--- src/hdl/fcrp_pkg.sv ---
// Constants shared by the fixed-column record field parser and its field RAM.
// Character codes, field numbering, column limits and beat widths.
// No dependencies.
package fcrp_pkg;

    // column geometry
    localparam int COL_W     = 7;
    localparam logic [COL_W-1:0] REC_COLS = 7'd72;
    localparam logic [COL_W-1:0] COL_MAX  = 7'd127;

    // 8-column field groups within a line
    localparam logic [3:0] GRP_LINE1_END = 4'd8;   // groups 0-7 are line-one integers
    localparam logic [3:0] GRP_STATUS    = 4'd8;   // line one columns 65-72
    localparam logic [3:0] GRP_L2_FIRST  = 4'd1;
    localparam logic [3:0] GRP_L2_LAST   = 4'd4;
    localparam logic [3:0] GRP_LABEL     = 4'd7;
    localparam logic [3:0] GRP_SUB       = 4'd8;

    // field identifiers
    localparam int FIELD_COUNT = 18;
    localparam int ID_W        = 5;
    localparam logic [ID_W-1:0] ID_STATUS_BASE = 5'd8;
    localparam logic [ID_W-1:0] ID_L2_BASE     = 5'd11;
    localparam logic [ID_W-1:0] ID_LABEL       = 5'd16;
    localparam logic [ID_W-1:0] ID_SUB         = 5'd17;
    localparam logic [ID_W-1:0] ID_LAST        = 5'd17;

    // character codes
    localparam logic [7:0] CH_SPACE = 8'h20;
    localparam logic [7:0] CH_PLUS  = 8'h2B;
    localparam logic [7:0] CH_MINUS = 8'h2D;
    localparam logic [7:0] CH_ZERO  = 8'h30;
    localparam logic [7:0] CH_NINE  = 8'h39;

    // datapath widths
    localparam int ACC_W  = 27;
    localparam int VAL_W  = 28;
    localparam int STAT_W = 13;
    localparam int LBL_W  = 64;
    localparam int LEN_W  = 4;

    // field RAM: two banks of FIELD_COUNT entries
    localparam int RAM_DEPTH = 2 * FIELD_COUNT;
    localparam int RAM_AW    = $clog2(RAM_DEPTH);

    // beat widths
    localparam int S_TDATA_W = 8;
    localparam int M_TDATA_W = 104;

endpackage

--- src/hdl/fcrp_ram.sv ---
// Generic single-write, single-read RAM with a registered read port.
// Read data holds while rd_en is low. No dependencies.
module fcrp_ram #(
    parameter int WIDTH = 8,
    parameter int DEPTH = 16
) (
    input  logic                     aclk,
    input  logic                     wr_en,
    input  logic [$clog2(DEPTH)-1:0] wr_addr,
    input  logic [WIDTH-1:0]         wr_data,
    input  logic                     rd_en,
    input  logic [$clog2(DEPTH)-1:0] rd_addr,
    output logic [WIDTH-1:0]         rd_data
);

    logic [WIDTH-1:0] mem [DEPTH];

    always_ff @(posedge aclk) begin
        if (wr_en) begin
            mem[wr_addr] <= wr_data;
        end
        if (rd_en) begin
            rd_data <= mem[rd_addr];
        end
    end

endmodule

--- src/hdl/fixed_column_record_field_parser.sv ---
// Fixed-column record field parser: top level. Uses fcrp_pkg and fcrp_ram.
// Throughput: one character beat per cycle unless stalled; 18 result beats per record at one per cycle
// while m_tready is high, a short record giving one error beat. Path: issue reg, RAM read, output reg.
// Line-two beats stall only while the previous record's results are still draining.
// Reset: synchronous, active-low aresetn clears parse state, bank select and drain control;
// the field RAM is not cleared; each entry whose value is output is written before it is read.
module fixed_column_record_field_parser (
    input  logic                            aclk,
    input  logic                            aresetn,
    // input characters
    input  logic                            s_tvalid,
    output logic                            s_tready,
    input  logic [fcrp_pkg::S_TDATA_W-1:0]  s_tdata,   // [7:0] char_code
    input  logic                            s_tlast,   // line_end
    // results
    output logic                            m_tvalid,
    input  logic                            m_tready,
    output logic [fcrp_pkg::M_TDATA_W-1:0]  m_tdata,   // [4:0] field_id, [32:5] value,
                                                       // [96:33] label_text,
                                                       // [100:97] label_length, rest zero
    output logic                            m_tuser,   // error
    output logic                            m_tlast    // last
);

    import fcrp_pkg::*;

    // ------------------------------------------------------------------
    // Parse state
    // ------------------------------------------------------------------
    logic              on2_reg, on2_next;
    logic [COL_W-1:0]  col_reg, col_next;
    logic [ACC_W-1:0]  acc_reg, acc_next;
    logic              neg_reg, neg_next;
    logic              seen_reg, seen_next;
    logic [7:0]        held_reg, held_next;
    logic [LBL_W-1:0]  lab_reg, lab_next;
    logic [LEN_W-1:0]  lcnt_reg, lcnt_next;
    logic              short1_reg, short1_next;
    logic              bank_reg, bank_next;     // RAM bank written by the current record

    // drain side
    logic              iss_act_reg, iss_act_next;   // reads still to issue
    logic              iss_err_reg, iss_err_next;   // drain is the single error beat
    logic [ID_W-1:0]   iss_cnt_reg, iss_cnt_next;
    logic              dbank_reg, dbank_next;       // bank being drained
    logic [LBL_W-1:0]  snap_text_reg;
    logic [LEN_W-1:0]  snap_len_reg;
    logic              rd_vld_reg, rd_vld_next;     // RAM read data not yet taken
    logic              rd_err_reg;
    logic [ID_W-1:0]   rd_id_reg;
    logic              m_vld_reg, m_vld_next;
    logic [ID_W-1:0]   m_id_reg;
    logic [VAL_W-1:0]  m_val_reg;
    logic [LBL_W-1:0]  m_text_reg;
    logic [LEN_W-1:0]  m_len_reg;
    logic              m_err_reg;
    logic              m_last_reg;

    // ------------------------------------------------------------------
    // Character decode
    // ------------------------------------------------------------------
    logic [7:0]       ch;
    logic             s_acc;
    logic             drain_busy;
    logic [3:0]       grp;
    logic [2:0]       pos;
    logic             in_rec;
    logic             int_act, stat_act, lab_act;
    logic [ID_W-1:0]  int_id;
    logic [COL_W-1:0] col_inc;
    logic             rec_end, short_rec;

    assign ch         = s_tdata[7:0];
    assign drain_busy = iss_act_reg | rd_vld_reg;
    // a line-two character waits until the earlier record has left the RAM bank
    assign s_tready   = ~(on2_reg & drain_busy);
    assign s_acc      = s_tvalid & s_tready;

    assign grp     = col_reg[COL_W-1:3];
    assign pos     = col_reg[2:0];
    assign in_rec  = col_reg < REC_COLS;
    assign col_inc = (col_reg == COL_MAX) ? col_reg : col_reg + 7'd1;

    always_comb begin
        int_act  = 1'b0;
        stat_act = 1'b0;
        lab_act  = 1'b0;
        int_id   = {1'b0, grp};
        if (in_rec) begin
            if (!on2_reg) begin
                if (grp < GRP_LINE1_END) begin
                    int_act = 1'b1;
                end else if (grp == GRP_STATUS) begin
                    stat_act = 1'b1;
                end
            end else begin
                if (grp >= GRP_L2_FIRST && grp <= GRP_L2_LAST) begin
                    int_act = 1'b1;
                    int_id  = ID_L2_BASE + {1'b0, grp};
                end else if (grp == GRP_LABEL) begin
                    lab_act = 1'b1;
                end else if (grp == GRP_SUB) begin
                    int_act = 1'b1;
                    int_id  = ID_SUB;
                end
            end
        end
    end

    // ------------------------------------------------------------------
    // Integer field: sign on first non-space, decimal accumulate
    // ------------------------------------------------------------------
    logic [ACC_W-1:0] acc_e, acc_upd;
    logic             neg_e, seen_e;
    logic             is_space, first_ns, is_sign, is_digit;
    logic [ACC_W+3:0] acc_mac;
    logic [VAL_W-1:0] int_val;

    always_comb begin
        acc_e    = (pos == 3'd0) ? '0 : acc_reg;
        neg_e    = (pos == 3'd0) ? 1'b0 : neg_reg;
        seen_e   = (pos == 3'd0) ? 1'b0 : seen_reg;
        is_space = ch == CH_SPACE;
        first_ns = ~is_space & ~seen_e;
        is_sign  = first_ns & ((ch == CH_MINUS) | (ch == CH_PLUS));
        is_digit = ~is_sign & (ch >= CH_ZERO) & (ch <= CH_NINE);
        // acc*10 + digit as shift-add
        acc_mac  = {1'b0, acc_e, 3'b000} + {3'b000, acc_e, 1'b0}
                 + {(ACC_W)'(0), 4'(ch - CH_ZERO)};
        acc_upd  = is_digit ? acc_mac[ACC_W-1:0] : acc_e;
        int_val  = (neg_e | (first_ns & (ch == CH_MINUS)))
                 ? VAL_W'(0) - {1'b0, acc_upd} : {1'b0, acc_upd};
    end

    // ------------------------------------------------------------------
    // Status pair: digit value is 0 for a space, else code minus '0'
    // ------------------------------------------------------------------
    logic signed [STAT_W-1:0] d_hi, d_lo, stat_sum;
    logic        [VAL_W-1:0]  stat_val;

    always_comb begin
        d_hi     = (held_reg == CH_SPACE) ? '0
                 : $signed({5'b0, held_reg}) - $signed({5'b0, CH_ZERO});
        d_lo     = is_space ? '0
                 : $signed({5'b0, ch}) - $signed({5'b0, CH_ZERO});
        stat_sum = (d_hi <<< 3) + (d_hi <<< 1) + d_lo;
        stat_val = {{(VAL_W-STAT_W){stat_sum[STAT_W-1]}}, stat_sum};
    end

    // ------------------------------------------------------------------
    // Label: bytes in place, length excludes trailing spaces at the field end
    // ------------------------------------------------------------------
    logic [LBL_W-1:0] lab_e, lab_upd, lab_cur, lab_mask;
    logic [LEN_W-1:0] lcnt_e, lcnt_upd, lcnt_cur;

    always_comb begin
        lab_e    = (pos == 3'd0) ? '0 : lab_reg;
        lcnt_e   = (pos == 3'd0) ? '0 : lcnt_reg;
        lab_upd  = lab_e | ({{(LBL_W-8){1'b0}}, ch} << {pos, 3'b000});
        lcnt_upd = is_space ? lcnt_e : {1'b0, pos} + 4'd1;
        lab_cur  = lab_act ? lab_upd : lab_reg;
        lcnt_cur = lab_act ? lcnt_upd : lcnt_reg;
        for (int i = 0; i < 8; i++) begin
            lab_mask[i*8 +: 8] = (LEN_W'(i) < lcnt_cur) ? lab_cur[i*8 +: 8] : 8'h00;
        end
    end

    // ------------------------------------------------------------------
    // Field RAM write
    // ------------------------------------------------------------------
    logic              wr_en;
    logic [ID_W-1:0]   wr_id;
    logic [VAL_W-1:0]  wr_val;
    logic [RAM_AW-1:0] wr_addr;

    always_comb begin
        wr_en  = 1'b0;
        wr_id  = int_id;
        wr_val = int_val;
        if (s_acc) begin
            if (int_act && pos == 3'd7) begin
                wr_en = 1'b1;
            end else if (stat_act && pos[0]) begin
                wr_en  = 1'b1;
                wr_id  = ID_STATUS_BASE + {3'b000, pos[2:1]};
                wr_val = stat_val;
            end
        end
        wr_addr = bank_reg ? RAM_AW'(wr_id) + RAM_AW'(FIELD_COUNT) : RAM_AW'(wr_id);
    end

    // ------------------------------------------------------------------
    // Parse state update
    // ------------------------------------------------------------------
    assign rec_end   = s_acc & s_tlast & on2_reg;
    assign short_rec = short1_reg | (col_inc < REC_COLS);

    always_comb begin
        on2_next    = on2_reg;
        col_next    = col_reg;
        acc_next    = acc_reg;
        neg_next    = neg_reg;
        seen_next   = seen_reg;
        held_next   = held_reg;
        lab_next    = lab_reg;
        lcnt_next   = lcnt_reg;
        short1_next = short1_reg;
        bank_next   = bank_reg;
        if (s_acc) begin
            col_next = col_inc;
            if (int_act) begin
                acc_next  = acc_upd;
                neg_next  = neg_e | (first_ns & (ch == CH_MINUS));
                seen_next = seen_e | ~is_space;
            end
            if (stat_act && !pos[0]) begin
                held_next = ch;
            end
            if (lab_act) begin
                lab_next  = lab_upd;
                lcnt_next = lcnt_upd;
            end
            if (s_tlast) begin
                col_next = '0;
                on2_next = ~on2_reg;
                if (!on2_reg) begin
                    short1_next = col_inc < REC_COLS;
                end else begin
                    short1_next = 1'b0;
                    bank_next   = ~bank_reg;
                end
            end
        end
    end

    // ------------------------------------------------------------------
    // Drain: issue reads, RAM output holds, output register
    // ------------------------------------------------------------------
    logic              issue, load;
    logic [RAM_AW-1:0] rd_addr;
    logic [VAL_W-1:0]  rd_data;

    assign load    = rd_vld_reg & (~m_vld_reg | m_tready);
    assign issue   = iss_act_reg & (~rd_vld_reg | load);
    assign rd_addr = dbank_reg ? RAM_AW'(iss_cnt_reg) + RAM_AW'(FIELD_COUNT)
                               : RAM_AW'(iss_cnt_reg);

    always_comb begin
        iss_act_next = iss_act_reg;
        iss_err_next = iss_err_reg;
        iss_cnt_next = iss_cnt_reg;
        dbank_next   = dbank_reg;
        if (rec_end) begin
            iss_act_next = 1'b1;
            iss_err_next = short_rec;
            iss_cnt_next = '0;
            dbank_next   = bank_reg;
        end else if (issue) begin
            iss_cnt_next = iss_cnt_reg + 5'd1;
            if (iss_err_reg || iss_cnt_reg == ID_LAST) begin
                iss_act_next = 1'b0;
            end
        end
        rd_vld_next = issue ? 1'b1 : (load ? 1'b0 : rd_vld_reg);
        m_vld_next  = load  ? 1'b1 : (m_tready ? 1'b0 : m_vld_reg);
    end

    fcrp_ram #(
        .WIDTH (VAL_W),
        .DEPTH (RAM_DEPTH)
    ) u_field_ram (
        .aclk    (aclk),
        .wr_en   (wr_en),
        .wr_addr (wr_addr),
        .wr_data (wr_val),
        .rd_en   (issue & ~iss_err_reg),
        .rd_addr (rd_addr),
        .rd_data (rd_data)
    );

    // control registers
    always_ff @(posedge aclk) begin
        if (!aresetn) begin
            on2_reg     <= 1'b0;
            col_reg     <= '0;
            acc_reg     <= '0;
            neg_reg     <= 1'b0;
            seen_reg    <= 1'b0;
            held_reg    <= '0;
            lab_reg     <= '0;
            lcnt_reg    <= '0;
            short1_reg  <= 1'b0;
            bank_reg    <= 1'b0;
            iss_act_reg <= 1'b0;
            iss_err_reg <= 1'b0;
            iss_cnt_reg <= '0;
            dbank_reg   <= 1'b0;
            rd_vld_reg  <= 1'b0;
            m_vld_reg   <= 1'b0;
        end else begin
            on2_reg     <= on2_next;
            col_reg     <= col_next;
            acc_reg     <= acc_next;
            neg_reg     <= neg_next;
            seen_reg    <= seen_next;
            held_reg    <= held_next;
            lab_reg     <= lab_next;
            lcnt_reg    <= lcnt_next;
            short1_reg  <= short1_next;
            bank_reg    <= bank_next;
            iss_act_reg <= iss_act_next;
            iss_err_reg <= iss_err_next;
            iss_cnt_reg <= iss_cnt_next;
            dbank_reg   <= dbank_next;
            rd_vld_reg  <= rd_vld_next;
            m_vld_reg   <= m_vld_next;
        end
    end

    // payload registers
    always_ff @(posedge aclk) begin
        if (rec_end) begin
            snap_text_reg <= lab_mask;
            snap_len_reg  <= lcnt_cur;
        end
        if (issue) begin
            rd_id_reg  <= iss_err_reg ? '0 : iss_cnt_reg;
            rd_err_reg <= iss_err_reg;
        end
        if (load) begin
            m_id_reg   <= rd_id_reg;
            m_err_reg  <= rd_err_reg;
            m_last_reg <= rd_err_reg | (rd_id_reg == ID_LAST);
            if (rd_err_reg || rd_id_reg == ID_LABEL) begin
                m_val_reg <= '0;
            end else begin
                m_val_reg <= rd_data;
            end
            if (!rd_err_reg && rd_id_reg == ID_LABEL) begin
                m_text_reg <= snap_text_reg;
                m_len_reg  <= snap_len_reg;
            end else begin
                m_text_reg <= '0;
                m_len_reg  <= '0;
            end
        end
    end

    assign m_tvalid = m_vld_reg;
    assign m_tdata  = {3'b000, m_len_reg, m_text_reg, m_val_reg, m_id_reg};
    assign m_tuser  = m_err_reg;
    assign m_tlast  = m_last_reg;

    // ------------------------------------------------------------------
    // Assertions
    // ------------------------------------------------------------------
    // the parser never writes the bank that is being drained
    a_bank_split: assert property (@(posedge aclk) disable iff (!aresetn)
        wr_en && drain_busy |-> wr_addr != rd_addr || bank_reg != dbank_reg)
        else $error("field write hit the bank under drain");

    a_bank_sep: assert property (@(posedge aclk) disable iff (!aresetn)
        wr_en && drain_busy |-> bank_reg != dbank_reg)
        else $error("record and drain share a RAM bank");

    // an error beat always carries last, as it is the only beat of its record
    a_err_last: assert property (@(posedge aclk) disable iff (!aresetn)
        m_tvalid && m_tuser |-> m_tlast)
        else $error("error beat without last");

    // read index never runs past the final field
    a_cnt_range: assert property (@(posedge aclk) disable iff (!aresetn)
        iss_act_reg |-> iss_cnt_reg <= ID_LAST)
        else $error("drain counter out of range");

endmodule
--- config.mk ---
export PLATFORM = sky130hd
export DESIGN_NAME = fixed_column_record_field_parser
export DESIGN_NICKNAME = d
export VERILOG_FILES = /design/src/hdl/fcrp_pkg.sv /design/src/hdl/fcrp_ram.sv /design/src/hdl/fixed_column_record_field_parser.sv
export SDC_FILE = /design/constraint.sdc
export NUM_CORES = 2
export LEC_CHECK = 0
export BUFFER_PORTS_ARGS = -buffer_cell sky130_fd_sc_hd__buf_4
export CORE_AREA = 2 2 377 379
export CTS_CLUSTER_DIAMETER = 150
export DETAILED_ROUTE_END_ITERATION = 10
export DIE_AREA = 0 0 379 381
export GPL_ROUTABILITY_DRIVEN = 0
export SLEW_MARGIN = 10
export SYNTH_ARGS = -nofsm -noshare
export SYNTH_HDL_FRONTEND = slang
export SYNTH_SLANG_ARGS = --single-unit
export TNS_END_PERCENT = 5
--- constraint.sdc ---
create_clock -name aclk -period 11.91 [get_ports aclk]
set_input_delay 2.382 -clock aclk [delete_from_list [all_inputs] [get_ports aclk]]
set_output_delay 2.382 -clock aclk [all_outputs]
set_load 0.03 [all_outputs]
==> reports/qor.yml <==
die:
  core_mm2: 0.141
  start_util_pct: 39.6
  die_w_um: 379
  num_rows: 138
  die_h_um: 381
  die_area_mm2: 0.144
  io_pins: 121
outcome:
  status: "finished, final reports clean"
drt:
  routed_wl_um: 149000
  ant_nets: 0
  route.vias.total: 31200
  post_drt_wl_per_cell_um: 27.1
  avgViaCountPerCell: 5.69
  route.detailed.drc: 0
  drtPass1Iterations: 6
  dr.first_iter.drc_count: 3662
layout:
  largest_reg_flops: 1008
  num-fill-cells: 12200
  regMostFlops: "u_field_ram.mem"
  nNetsFinal: 3588
  fin_util_pct: 45.5
  num_antenna_cells: 0
  drive_gt1_share_pct: 22.0
  area_growth_pct: 14.8
clock_tree:
  cts_sinks: 1338
  htree_levels: 4
  hold_buffers: 0
  clockBufferDepth: 3
  numCtsBuffers: 140
  cts_root_buffer: "clkbuf_16"
  cts_tree: "yes"
  clk_pin_slew_ps: 60
  clk_latency_ps: 780
  cts_setup_buffers: 0
  cts_resized: 0
power:
  p_per_area_mw_per_mm2: 152
  leakagePower_uw: 0.0199
  vdd_ir_drop_max_v: 0.000148
  p_sw_uw: 2070
  p_int_uw: 7670
  seqPwrFrac_pct: 52.7
  p_sw_share_pct: 21.2
  clkPwrFrac_pct: 43.8
  p_comb_share_pct: 3.5
worst_setup_path:
  end_kind: "register"
  crit_chain: "buf_4, inv_1, ha_1, and3_1, nor4_1, inv_1, fa_1, inv_1, ha_1, a21oi_1, o21ai_0, a21o_1, a21oi_1, xnor2_1, nand2_2, o21ai_2"
  crit_path_start_kind: "primary input"
  cp_slowest_cell: "o21ai_2"
  worstSetupPathType: "primary input to register"
  crit-reg2reg-launch: "col_reg[0]$_SDFFE_PN0P_"
  crit_arrival_ps: 7310
  worstPathRequired_ps: 12310
  cp_max_fo: 36
  crit_path_start: "s_tdata[4]"
  crit_top_cell: "inv_1"
  max_stage_delay_ps: 830
logic_synthesis:
  synth_cells: 3352
  yosysTopAreaCell: "edfxtp_1"
  synth_top_area_share_pct: 65.4
  synth_flop_cell: "edfxtp_1"
  synth_cell_types: 86
  ys_warn_count: 0
  synth_edf_count: 1213
  synthTopCellsByCount: "edfxtp_1, mux4_2, nand2_1"
  synthArstFlopShare_pct: 0
  yosys_register_bits: 1338
  yosysMostFrequentCell: "edfxtp_1"
  syn_avg_cell_area_um2: 16.6
  syn_area_mm2: 0.0557
  ys_seq_area_share_pct: 69.9
  synth_area_leaders: "edfxtp_1, mux4_2, dfxtp_1"
grt:
  grt_pass1_wl_um: 215000
  use_met1_pct: 28.7
  antenna_found_initial: 2
  grt_usage_pct: 20.6
  grt_max_degree: 118
  grt_util_met3_pct: 4.22
  gr-usage-met2_pct: 32.8
  grt.busiest_layer: "met2"
  first_global_vias: 30600
  grt_overflow: 0
place:
  port_buffers: 117
  hpwl_um: 79400
timing:
  fin_crit_ps: 6910
  max_freq_mhz: 145
  hold_viol: 0
  setup_violations: 0
  rsz0062_at_grt: "no"
  worst_pin_slew_ps: 1210
  hold_slack_ps: 454
  fin_worst_skew_ps: 35.1
  slew_headroom_pct: 19.3
  slew_violations: 0
  period_share_pct: 58.0
  fin_tns_setup_ps: 0
job:
  maxCapViolCount: 0
worst_hold_path:
  min-delay-start: "rd_id_reg[1]$_SDFFCE_PP0P_"
  hp-class: "register to register"
==> cells in the final DEF, fill, tap and decap left out, types with 26 or more instances in the layout <==
cell type	count
a21oi_1	69
a22oi_1	71
a31oi_1	38
a32oi_1	66
and2_1	135
buf_4	199
clkbuf_1	35
clkbuf_16	144
clkinv_1	28
dfxtp_1	124
edfxtp_1	1213
ha_1	76
inv_1	37
mux2i_1	26
mux4_2	276
nand2_1	237
nand3_1	51
nor2_1	176
nor2_4	37
nor2b_1	95
nor3_1	26
o21ai_0	34
xnor2_1	37
==> per-stage QoR <==
stage | std cells | worst slack [ps] | total power (uW) | area, um^2
2_1_floorplan | 3354 | 4240 | 5470 | 55700
3_3_place_gp | 5235 | 4290 | 5560 | 59300
3_5_place_dp | 5235 | 4180 | 5570 | 59300
4_1_cts | 5489 | 4990 | 9800 | 63800
5_1_grt | 5491 | 4810 | 10000 | 63900
6_report | 5491 | 5000 | 9730 | 63900
==> cells by family after synthesis <==
| family | share of synthesized area (%) |
|---|---|
| other cells | 0.00673 |
| fa+ha+maj | 2.07 |
| simple gates | 7.51 |
| mux | 11.7 |
| flops | 69.9 |
| xor+xnor | 1.04 |
| compound gates | 5.94 |
| buf+inv | 1.78 |
==> metal layers <==
layer / routed length, um / vias up / share of wire, %
met1: 62300 / 16300 / 42
met5: 0 / - / 0
met4: 3550 / 0 / 2.4
met2: 71800 / 1223 / 48
met3: 11400 / 222 / 7.7
li1: - / 13500 / -
==> cell type report <==
| cell class | instances | area [um^2] | area share [%] |
|---|---|---|---|
| Clock buffer | 182 | 3780 | 5.91 |
| Clock inverter | 72 | 669 | 1.05 |
| Inverter | 39 | 146 | 0.229 |
| Multi-Input combinational cell | 1765 | 16400 | 25.7 |
| Sequential cell | 1338 | 38900 | 60.9 |
| Tap cell | 1890 | 2360 | 3.70 |
| Timing Repair Buffer | 205 | 1610 | 2.51 |
==> final timing paths <==
path,end,slack (ps),cells past startpoint
worst max-delay path,u_field_ram.mem[7][18]$_DFFE_PP_,5000,16
worst min-delay path,m_id_reg[1]$_DFFE_PP_,450,0
worst max register to register,u_field_ram.mem[34][25]$_DFFE_PP_,5560,18
worst min register to register,m_id_reg[1]$_DFFE_PP_,450,0
==> critical path, delay by kind of cell <==
family / cells / cell delay, ps
compound gates: 5 / 1520
simple gates: 3 / 1420
fa+ha+maj: 3 / 1140
buf+inv: 4 / 640
xor+xnor: 1 / 150
==> power by group through the flow <==
stage	sequential, uW	combinational [uW]	clock, uW
floorplan	5230	237	0
CTS	5130	343	4330
global route	5120	371	4510
finish	5120	343	4260
global placement	5220	340	0
detailed placement	5220	342	0
(Power assumes the default switching activity.)
